$ cat config.mk
export PLATFORM = sky130hd
export DESIGN_NAME = one_wire_temperature_reader_top
export DESIGN_NICKNAME = d
export VERILOG_FILES = /design/src/rtl/owtr_pkg.sv /design/src/rtl/one_wire_temperature_reader_top.sv /design/src/rtl/owtr_cfg.sv
export SDC_FILE = /design/constraint.sdc
export NUM_CORES = 1
export LEC_CHECK = 0
export ABC_AREA = 1
export BUFFER_PORTS_ARGS = -buffer_cell sky130_fd_sc_hd__buf_4
export CORE_UTILIZATION = 50
export CTS_CLUSTER_DIAMETER = 100
export CTS_CLUSTER_SIZE = 25
export DETAILED_ROUTE_END_ITERATION = 8
export PLACE_DENSITY = 0.66
export SETUP_SLACK_MARGIN = 0.15
export SLEW_MARGIN = 30
export SYNTH_ARGS = -nofsm -noshare
export SYNTH_HDL_FRONTEND = slang
export SYNTH_SLANG_ARGS = --single-unit
$ cat constraint.sdc
create_clock -name clk -period 4.65 [get_ports clk]
set_clock_uncertainty 0.05 [all_clocks]
set_input_delay 0.465 -clock clk [delete_from_list [all_inputs] [get_ports clk]]
set_output_delay 0.465 -clock clk [all_outputs]
set_load 0.01 [all_outputs]
$ cat src/rtl/owtr_pkg.sv
// ----------------------------------------------------------------------------
// owtr_pkg: shared types and constants of the one-wire temperature reader
// Register indexes and reset values, command codes, bus command bytes and the
// configuration bundle passed from the register file to the bus master.
// ----------------------------------------------------------------------------
`timescale 1ns / 1ps

package owtr_pkg;

  localparam int CFG_W = 20;
  localparam int IDX_W = 3;

  typedef logic [CFG_W-1:0] cfg_word_t;
  typedef logic [IDX_W-1:0] reg_idx_t;
  typedef logic [1:0]       cmd_t;

  // register indexes
  localparam reg_idx_t REG_RESET_LOW      = 3'd0;
  localparam reg_idx_t REG_PRESENCE_WAIT  = 3'd1;
  localparam reg_idx_t REG_RESET_RECOVERY = 3'd2;
  localparam reg_idx_t REG_SLOT_SETUP     = 3'd3;
  localparam reg_idx_t REG_SLOT_HOLD      = 3'd4;
  localparam reg_idx_t REG_READ_SAMPLE    = 3'd5;
  localparam reg_idx_t REG_CONVERT_WAIT   = 3'd6;

  // register reset values
  localparam cfg_word_t RST_RESET_LOW      = 20'd480;
  localparam cfg_word_t RST_PRESENCE_WAIT  = 20'd70;
  localparam cfg_word_t RST_RESET_RECOVERY = 20'd410;
  localparam cfg_word_t RST_SLOT_SETUP     = 20'd2;
  localparam cfg_word_t RST_SLOT_HOLD      = 20'd60;
  localparam cfg_word_t RST_READ_SAMPLE    = 20'd10;
  localparam cfg_word_t RST_CONVERT_WAIT   = 20'd750000;

  // commands
  localparam cmd_t CMD_TICK    = 2'd0;
  localparam cmd_t CMD_CONVERT = 2'd1;
  localparam cmd_t CMD_READOUT = 2'd2;

  // bus command bytes
  localparam logic [7:0] OW_SKIP_ROM     = 8'hCC;
  localparam logic [7:0] OW_CONVERT_T    = 8'h44;
  localparam logic [7:0] OW_READ_SCRATCH = 8'hBE;

  typedef struct packed {
    cfg_word_t reset_low;
    cfg_word_t presence_wait;
    cfg_word_t reset_recovery;
    cfg_word_t slot_setup;
    cfg_word_t slot_hold;
    cfg_word_t read_sample;
    cfg_word_t convert_wait;
  } cfg_t;

endpackage

$ cat src/rtl/one_wire_temperature_reader_top.sv
// ----------------------------------------------------------------------------
// one_wire_temperature_reader_top: 1-Wire bus master for a temperature sensor
// Each input word is one bus tick: a command and the sampled line level. Each
// result word carries the line drive, busy/done flags and the temperature.
//
//   channel  | handshake             | payload
//   ---------+-----------------------+--------------------------------------
//   item     | item_valid/item_stall | cmd, line_in
//   result   | res_valid/res_stall   | drive_low, busy_res, done_res,
//            |                       | temperature, temp_valid
//   config   | cfg_valid/cfg_ready   | cfg_index, cfg_data
//
// One word per cycle while the result register is not stalled; a word is held in
// the input register and then appears in the result register.
// The bus state machine steps once per word as it leaves the input register.
// Reset is synchronous and restores idle state and default timings.
// A stalled result register holds its word and back-pressures the input side.
// ----------------------------------------------------------------------------
`timescale 1ns / 1ps

module one_wire_temperature_reader_top #(
  parameter int COUNT_BITS = 20
) (
  input  logic                clk,
  input  logic                rst,
  input  logic                item_valid,
  output logic                item_stall,
  input  owtr_pkg::cmd_t      cmd,
  input  logic                line_in,
  output logic                res_valid,
  input  logic                res_stall,
  output logic                drive_low,
  output logic                busy_res,
  output logic                done_res,
  output logic signed [15:0]  temperature,
  output logic                temp_valid,
  input  logic                cfg_valid,
  output logic                cfg_ready,
  input  owtr_pkg::reg_idx_t  cfg_index,
  input  owtr_pkg::cfg_word_t cfg_data
);

  localparam int EW = (COUNT_BITS + 1 > owtr_pkg::CFG_W) ? COUNT_BITS + 1 : owtr_pkg::CFG_W;
  localparam logic [EW-1:0] LIMIT = {{(EW-1){1'b0}}, 1'b1} << COUNT_BITS;

  typedef enum logic [8:0] {
    PH_IDLE      = 9'b000000001,
    PH_RST_LOW   = 9'b000000010,
    PH_RST_WAIT  = 9'b000000100,
    PH_RST_RECOV = 9'b000001000,
    PH_WR_SETUP  = 9'b000010000,
    PH_WR_HOLD   = 9'b000100000,
    PH_RD_SETUP  = 9'b001000000,
    PH_RD_HOLD   = 9'b010000000,
    PH_CONV_WAIT = 9'b100000000
  } phase_t;

  function automatic logic [EW-1:0] span(input owtr_pkg::cfg_word_t r);
    logic [EW-1:0] v;
    v = EW'(r);
    if (v == '0) begin
      v = EW'(1);
    end else if (v > LIMIT) begin
      v = LIMIT;
    end
    return v;
  endfunction

  owtr_pkg::cfg_t cfg;

  owtr_cfg u_cfg (
    .clk      (clk),
    .rst      (rst),
    .wr_en    (cfg_valid && cfg_ready),
    .wr_index (cfg_index),
    .wr_data  (cfg_data)
    , .cfg    (cfg)
  );

  assign cfg_ready = 1'b1;

  // read sample offset within the hold part, derived from the timing registers
  logic [EW-1:0] smp_ofs;
  logic [EW-1:0] setup_span, hold_span, smp_raw, smp_ofs_next;

  always_comb begin
    setup_span = span(cfg.slot_setup);
    hold_span  = span(cfg.slot_hold);
    smp_raw    = (EW'(cfg.read_sample) >= setup_span) ?
                 EW'(cfg.read_sample) - setup_span : '0;
    smp_ofs_next = (smp_raw > hold_span - EW'(1)) ? hold_span - EW'(1) : smp_raw;
  end

  always_ff @(posedge clk) begin
    smp_ofs <= smp_ofs_next;
  end

  // input register
  logic           s1_valid;
  owtr_pkg::cmd_t s1_cmd;
  logic           s1_line;
  logic           out_free, adv;

  assign out_free   = !res_valid || !res_stall;
  assign adv        = s1_valid && out_free;
  assign item_stall = s1_valid && !out_free;

  always_ff @(posedge clk) begin
    if (rst) begin
      s1_valid <= 1'b0;
    end else if (item_valid && !item_stall) begin
      s1_valid <= 1'b1;
    end else if (adv) begin
      s1_valid <= 1'b0;
    end
  end

  always_ff @(posedge clk) begin
    if (item_valid && !item_stall) begin
      s1_cmd  <= cmd;
      s1_line <= line_in;
    end
  end

  // bus state
  phase_t                phase, phase_next;
  logic [COUNT_BITS-1:0] tick_count, tick_count_next;
  logic [3:0]            bit_count, bit_count_next;
  logic                  byte_index, byte_index_next;
  logic [7:0]            shift_byte, shift_byte_next;
  logic [15:0]           temp_word, temp_word_next;
  logic                  is_readout, is_readout_next;

  logic                  busy, drive, done, tvalid;
  logic [EW-1:0]         next_ext;
  logic [3:0]            bit_inc;
  logic [7:0]            sb;

  always_comb begin
    phase_next      = phase;
    bit_count_next  = bit_count;
    byte_index_next = byte_index;
    shift_byte_next = shift_byte;
    temp_word_next  = temp_word;
    is_readout_next = is_readout;
    busy            = (phase != PH_IDLE);
    drive           = 1'b0;
    done            = 1'b0;
    tvalid          = 1'b0;
    next_ext        = EW'(tick_count) + EW'(1);
    tick_count_next = busy ? tick_count + COUNT_BITS'(1) : tick_count;
    bit_inc         = bit_count + 4'd1;
    sb              = (EW'(tick_count) == smp_ofs) ? {s1_line, shift_byte[7:1]} : shift_byte;

    case (phase)
      PH_IDLE: begin
        if (s1_cmd == owtr_pkg::CMD_CONVERT || s1_cmd == owtr_pkg::CMD_READOUT) begin
          is_readout_next = (s1_cmd == owtr_pkg::CMD_READOUT);
          phase_next      = PH_RST_LOW;
          tick_count_next = '0;
        end
      end
      PH_RST_LOW: begin
        drive = 1'b1;
        if (next_ext >= span(cfg.reset_low)) begin
          phase_next      = PH_RST_WAIT;
          tick_count_next = '0;
        end
      end
      PH_RST_WAIT: begin
        if (next_ext >= span(cfg.presence_wait)) begin
          // no presence pulse leaves a retry flag in the bit counter
          bit_count_next  = {3'b000, s1_line};
          phase_next      = PH_RST_RECOV;
          tick_count_next = '0;
        end
      end
      PH_RST_RECOV: begin
        if (next_ext >= span(cfg.reset_recovery)) begin
          bit_count_next  = '0;
          tick_count_next = '0;
          if (bit_count != 4'd0) begin
            phase_next = PH_RST_LOW;
          end else begin
            shift_byte_next = owtr_pkg::OW_SKIP_ROM;
            byte_index_next = 1'b0;
            phase_next      = PH_WR_SETUP;
          end
        end
      end
      PH_WR_SETUP: begin
        drive = 1'b1;
        if (next_ext >= span(cfg.slot_setup)) begin
          phase_next      = PH_WR_HOLD;
          tick_count_next = '0;
        end
      end
      PH_WR_HOLD: begin
        drive = !shift_byte[0];
        if (next_ext >= span(cfg.slot_hold)) begin
          tick_count_next = '0;
          shift_byte_next = {1'b0, shift_byte[7:1]};
          bit_count_next  = bit_inc;
          if (bit_inc < 4'd8) begin
            phase_next = PH_WR_SETUP;
          end else if (!byte_index) begin
            byte_index_next = 1'b1;
            bit_count_next  = '0;
            shift_byte_next = is_readout ? owtr_pkg::OW_READ_SCRATCH : owtr_pkg::OW_CONVERT_T;
            phase_next      = PH_WR_SETUP;
          end else begin
            bit_count_next  = '0;
            byte_index_next = 1'b0;
            shift_byte_next = '0;
            phase_next      = is_readout ? PH_RD_SETUP : PH_CONV_WAIT;
          end
        end
      end
      PH_RD_SETUP: begin
        drive = 1'b1;
        if (next_ext >= span(cfg.slot_setup)) begin
          phase_next      = PH_RD_HOLD;
          tick_count_next = '0;
        end
      end
      PH_RD_HOLD: begin
        shift_byte_next = sb;
        if (next_ext >= span(cfg.slot_hold)) begin
          tick_count_next = '0;
          bit_count_next  = bit_inc;
          if (bit_inc < 4'd8) begin
            phase_next = PH_RD_SETUP;
          end else if (!byte_index) begin
            temp_word_next  = {8'h00, sb};
            byte_index_next = 1'b1;
            bit_count_next  = '0;
            phase_next      = PH_RD_SETUP;
          end else begin
            temp_word_next  = {sb, temp_word[7:0]};
            bit_count_next  = '0;
            byte_index_next = 1'b0;
            done            = 1'b1;
            tvalid          = 1'b1;
            phase_next      = PH_IDLE;
          end
        end
      end
      PH_CONV_WAIT: begin
        if (next_ext >= span(cfg.convert_wait)) begin
          done            = 1'b1;
          phase_next      = PH_IDLE;
          tick_count_next = '0;
        end
      end
      default: begin
        phase_next      = PH_IDLE;
        tick_count_next = '0;
      end
    endcase
  end

  always_ff @(posedge clk) begin
    if (rst) begin
      phase      <= PH_IDLE;
      tick_count <= '0;
      bit_count  <= '0;
      byte_index <= 1'b0;
      shift_byte <= '0;
      temp_word  <= '0;
      is_readout <= 1'b0;
    end else if (adv) begin
      phase      <= phase_next;
      tick_count <= tick_count_next;
      bit_count  <= bit_count_next;
      byte_index <= byte_index_next;
      shift_byte <= shift_byte_next;
      temp_word  <= temp_word_next;
      is_readout <= is_readout_next;
    end
  end

  // result register
  always_ff @(posedge clk) begin
    if (rst) begin
      res_valid <= 1'b0;
    end else if (out_free) begin
      res_valid <= adv;
    end
  end

  always_ff @(posedge clk) begin
    if (adv) begin
      drive_low   <= drive;
      busy_res    <= busy;
      done_res    <= done;
      temperature <= temp_word_next;
      temp_valid  <= tvalid;
    end
  end

  // a readout result only comes with completion
  a_valid_with_done: assert property (@(posedge clk) disable iff (rst)
    res_valid && temp_valid |-> done_res)
    else $error("temp_valid without done_res");

  // completion only at the end of a transaction in progress
  a_done_busy: assert property (@(posedge clk) disable iff (rst)
    res_valid && done_res |-> busy_res)
    else $error("done_res outside a transaction");

  // no word may appear in the result register without one in the input register
  a_no_phantom: assert property (@(posedge clk) disable iff (rst)
    !s1_valid && !res_stall |=> !res_valid)
    else $error("result word without input word");

  // the tick counter rests at zero while idle
  a_idle_count: assert property (@(posedge clk) disable iff (rst)
    phase == PH_IDLE |-> tick_count == '0)
    else $error("tick counter not cleared in idle");

endmodule

$ cat src/rtl/owtr_cfg.sv
// ----------------------------------------------------------------------------
// owtr_cfg: timing register file
// Seven 20-bit timing registers, loaded with their defaults at reset and
// written one word at a time; writes to unused indexes are dropped.
// ----------------------------------------------------------------------------
`timescale 1ns / 1ps

module owtr_cfg (
  input  logic                clk,
  input  logic                rst,
  input  logic                wr_en,
  input  owtr_pkg::reg_idx_t  wr_index,
  input  owtr_pkg::cfg_word_t wr_data,
  output owtr_pkg::cfg_t      cfg
);

  always_ff @(posedge clk) begin
    if (rst) begin
      cfg.reset_low      <= owtr_pkg::RST_RESET_LOW;
      cfg.presence_wait  <= owtr_pkg::RST_PRESENCE_WAIT;
      cfg.reset_recovery <= owtr_pkg::RST_RESET_RECOVERY;
      cfg.slot_setup     <= owtr_pkg::RST_SLOT_SETUP;
      cfg.slot_hold      <= owtr_pkg::RST_SLOT_HOLD;
      cfg.read_sample    <= owtr_pkg::RST_READ_SAMPLE;
      cfg.convert_wait   <= owtr_pkg::RST_CONVERT_WAIT;
    end else if (wr_en) begin
      case (wr_index)
        owtr_pkg::REG_RESET_LOW:      cfg.reset_low      <= wr_data;
        owtr_pkg::REG_PRESENCE_WAIT:  cfg.presence_wait  <= wr_data;
        owtr_pkg::REG_RESET_RECOVERY: cfg.reset_recovery <= wr_data;
        owtr_pkg::REG_SLOT_SETUP:     cfg.slot_setup     <= wr_data;
        owtr_pkg::REG_SLOT_HOLD:      cfg.slot_hold      <= wr_data;
        owtr_pkg::REG_READ_SAMPLE:    cfg.read_sample    <= wr_data;
        owtr_pkg::REG_CONVERT_WAIT:   cfg.convert_wait   <= wr_data;
        default: ;
      endcase
    end
  end

endmodule
==> metrics.txt <==
number of synthesized flops with an enable pin=23; synth warn=0; Simple-Gate Fraction of Synth Area=28.5%; ranking of synthesized cells by area=dfxtp_1, ha_1, nand2_1; placed cell count=2858; antenna violations before repair=0; DP Wirelength=38400 µm; RSZ-0062 raised after global routing=no; FP Rows=66; n_diodes=0; DRT iter0 DRCs=1239; Compound-Gate Fraction of Synth Area=between 10% and 20%; Pre-antenna DRT Iters=5; Worst Path Arrival=about 4.6 ns; Die Span X=about 180 µm; grt total ovfl=0; max-cap violation count=0; Total Power=5430 µW; clk sinks=244; largest net degree at the start of global routing=65; area of the multi-input gates=slightly below 10000 µm²; Syn Area/Cell=approximately 7 µm²; LEAKAGE=0.00895 µW; routed via count=approximately 16000; CP delay by family, top=simple AND/OR/NAND/NOR gates; Area Overhead vs Synth=8.08%; hold endpoint=s1_line; CP required=5.00 ns; Critical Path Max Stage Delay=0.52 ns; # setup viols final=0; dominant cell type by area after synthesis=dfxtp_1; initial core utilization=51.0%; CTS Buf Count=15; core area=~33000 µm²; die area=34000 µm²; post-synth top area share=about a quarter; R2R depth=24; critical path peak fanout=12; part of the cycle the worst path needs=about nine tenths; post-synthesis cell count=2417; PortBufs=52; Main synth FF type=dfxtp_1; Critical path buffers and inverters=4; post-place setup slack=-0.0550 ns; Worst slew margin=37.9%; Reg2Reg Setup Slack=0.38 ns; Mapped Area=about 17000 µm²; Max Slew Vio Count=0; Pwr Density=~300 nW/µm²; FF+latch count, synth=between 200 and 250; routed wire length per instance=about 18 µm; HP Start=line_in; synth unique cells=a little under 60; final wirelength=about 51000 µm; R2R Path End=smp_ofs[2]; first-pass GRT wire length=about 80000 µm; io pins=54; CTS max path bufs=3; TritonCTS clock tree=done; Crit Path Category=reg -> reg; max frequency=between 200 and 250 MHz; area share of fa/ha/maj cells after synthesis=roughly 13%; Layout Cells excl Fill=2887; Seq. cell area=5110 µm²; number of H-tree levels=1; All-Layer GR Usage=a little under a third; # DRC=0; Final Hold Vio Count=0; outcome=finished, final reports clean; fillers=approximately 3300; hold path cells=1; root buf cell=clkbuf_16; Crit. End Element=register; Worst R2R Start=u_cfg.cfg[58]; largest family of logic cells by synthesized area=simple AND/OR/NAND/NOR gates; Worst-path clk slew=0.11 ns; die span in y=184 µm; syn_nets=approximately 2600; routed vias/inst=5.51; VDD IR-drop max=0.316 mV; CP most frequent cell=nand4_1; Hold Buf Count CTS=0; launching element type of the critical path=register; mux share of post-synthesis cell area=0%; min cycle time layout=4.27 ns; setup ws final=about 0.38 ns; routability cong.=around 0.94; Synth Area in XOR/XNOR=~2.6%; vias in the first global route=roughly 15000; Slowest-stage cell, CP=nor3_1; Nets=2637; Routed Antenna Nets=0; worst slew pin tran=0.931 ns; worst path cell trace=inv_1 > nand2_1 > nor3_1 > nand4_1 > nand2_1 > inv_2 > ha_1 > nand4_1 > nor2_1 > nand4_1 > nor2_1 > nand2_1 > inv_1 > nand4_1 > xor2_1 > ha_1 > a21oi_1 > o21ai_0 > a21oi_1 > nand3_2 > nand2_4 > buf_6 > nor2_1 > o21bai_1; hold_ws=approximately 0.089 ns; ys async rst share=0%; register area share after synthesis=a little under a third; later-pin clock latency in the skew report=between 0.5 and 0.6 ns; HP Class=in -> reg; layout cells sized above 1=9.20%
==> cell type report <==
cell class / instances / share of cell area, %
Tap cell: 442 / 3.08
Clock inverter: 6 / 0.404
Sequential cell: 244 / 28.5
Inverter: 364 / 7.61
Multi-Input combinational cell: 1724 / 54.4
Clock buffer: 17 / 2.13
Timing Repair Buffer: 90 / 3.87
==> sequential cells by signal (all words and copies together), names as in the netlist <==
name	count
u_cfg.cfg	140
smp_ofs	21
tick_count	20
temp_word	16
temperature	16
phase	9
shift_byte	8
bit_count	3
s1_cmd	2
busy_res	1
byte_index	1
done_res	1
drive_low	1
is_readout	1
res_valid	1
s1_line	1
s1_valid	1
temp_valid	1
==> cell usage after synthesis (all sizes together) (6+ instances only) <==
master	n
nand2	540
inv	363
nor2	279
dfxtp	221
a21oi	197
o21ai	185
ha	166
nand3	117
clkbuf	59
nand4	52
nor3	36
xor2	35
o211ai	34
buf	24
edfxtp	23
xnor2	15
nor4	13
nand3b	8
and2	7
o21bai	6
==> worst register-to-register path, stage by stage, from the launching register on <==
cell and delay, ns:
dfxtp_1 0.36, inv_1 0.12, nand2_1 0.13, nor3_1 0.52, nand4_1 0.16, nand2_1 0.16, inv_2 0.11, ha_1 0.24
nand4_1 0.14, nor2_1 0.08, nand4_1 0.10, nor2_1 0.06, nand2_1 0.09, inv_1 0.06, nand4_1 0.08, xor2_1 0.33
ha_1 0.32, a21oi_1 0.15, o21ai_0 0.10, a21oi_1 0.18, nand3_2 0.15, nand2_4 0.13, buf_6 0.15, nor2_1 0.05
o21bai_1 0.16
==> cell usage in the layout (no fill, tap or decap), types with 3 or more instances in the layout <==
cell type  count
ha_1         165
nand3_2       12
a31o_2         3
nand3b_1       8
nand4_1       51
nor2_4         7
and3_1         3
o21ai_0      181
o22ai_1        4
nand2_4        4
nor2_8         3
dfxtp_1      221
o21ai_1        4
a21oi_2        4
a21o_1         5
o211ai_1      32
nor2_2        20
nand2_1      513
clkbuf_16     15
and2_1         7
a211oi_1       3
nand3_1      104
buf_4         87
nor3_1        29
nor3_2         5
xnor2_1       13
xor2_1        35
a21oi_1      192
nor4_1        13
edfxtp_1      23
o21bai_1       6
inv_2         18
nor2_1       249
clkinv_1       3
inv_1        343
nand2_2       23
==> kinds of logic (layout without fill, tap and decap cells) <==
logic type	after synthesis	count (layout)
compound gates	446	446
simple gates	1060	1060
other cells	1	1
xor+xnor	50	50
flops	244	244
buf+inv	449	477
fa+ha+maj	167	167
==> layer usage <==
| layer | up-vias | global-route usage (%) | share of wire [%] |
|---|---|---|---|
| li1 | 7906 | - | - |
| met1 | 7436 | 39.1 | 43 |
| met2 | 487 | 54.3 | 49 |
| met3 | 88 | 2.23 | 5.7 |
| met4 | 0 | 8.73 | 3.0 |
| met5 | - | 0 | 0 |
==> stage by stage <==
stage | setup TNS (ns) | utilization [%] | instance area (µm²)
2_1_floorplan | 0 | - | 16600
3_3_place_gp | 0 | 53.3 | 17400
3_5_place_dp | -0.288 | 53.3 | 17400
4_1_cts | 0 | 54.7 | 17900
5_1_grt | 0 | 55.1 | 18000
6_report | 0 | 55.1 | 18000
==> power by group <==
part	switching (µW)	leakage, µW	internal, µW	total (µW)
registers	91.6	0.00202	2280	2370
clock network	806	0.000219	626	1430
logic	1060	0.00670	568	1630
==> worst max-delay path by stage <==
stage	startpoint	endpoint	slack, ns	cells after the start
after floorplan	u_cfg.cfg[72]	smp_ofs[18]	0.92	23
after global placement	u_cfg.cfg[72]	smp_ofs[16]	0.10	24
after detailed placement	u_cfg.cfg[77]	smp_ofs[4]	-0.05	23
after CTS	u_cfg.cfg[77]	smp_ofs[4]	0.19	24
after global routing	u_cfg.cfg[77]	smp_ofs[2]	0.04	27
final	u_cfg.cfg[58]	smp_ofs[2]	0.38	24
==> repair_timing <==
| item | CTS | global route |
|---|---|---|
| setup endpoints to repair | 20 | 49 |
| gates resized for setup | 2 | 23 |
| setup buffers | 0 | 6 |
| pin swaps | 0 | 10 |
| endpoints found under the hold margin | 0 | 0 |
(Power assumes the default switching activity.)
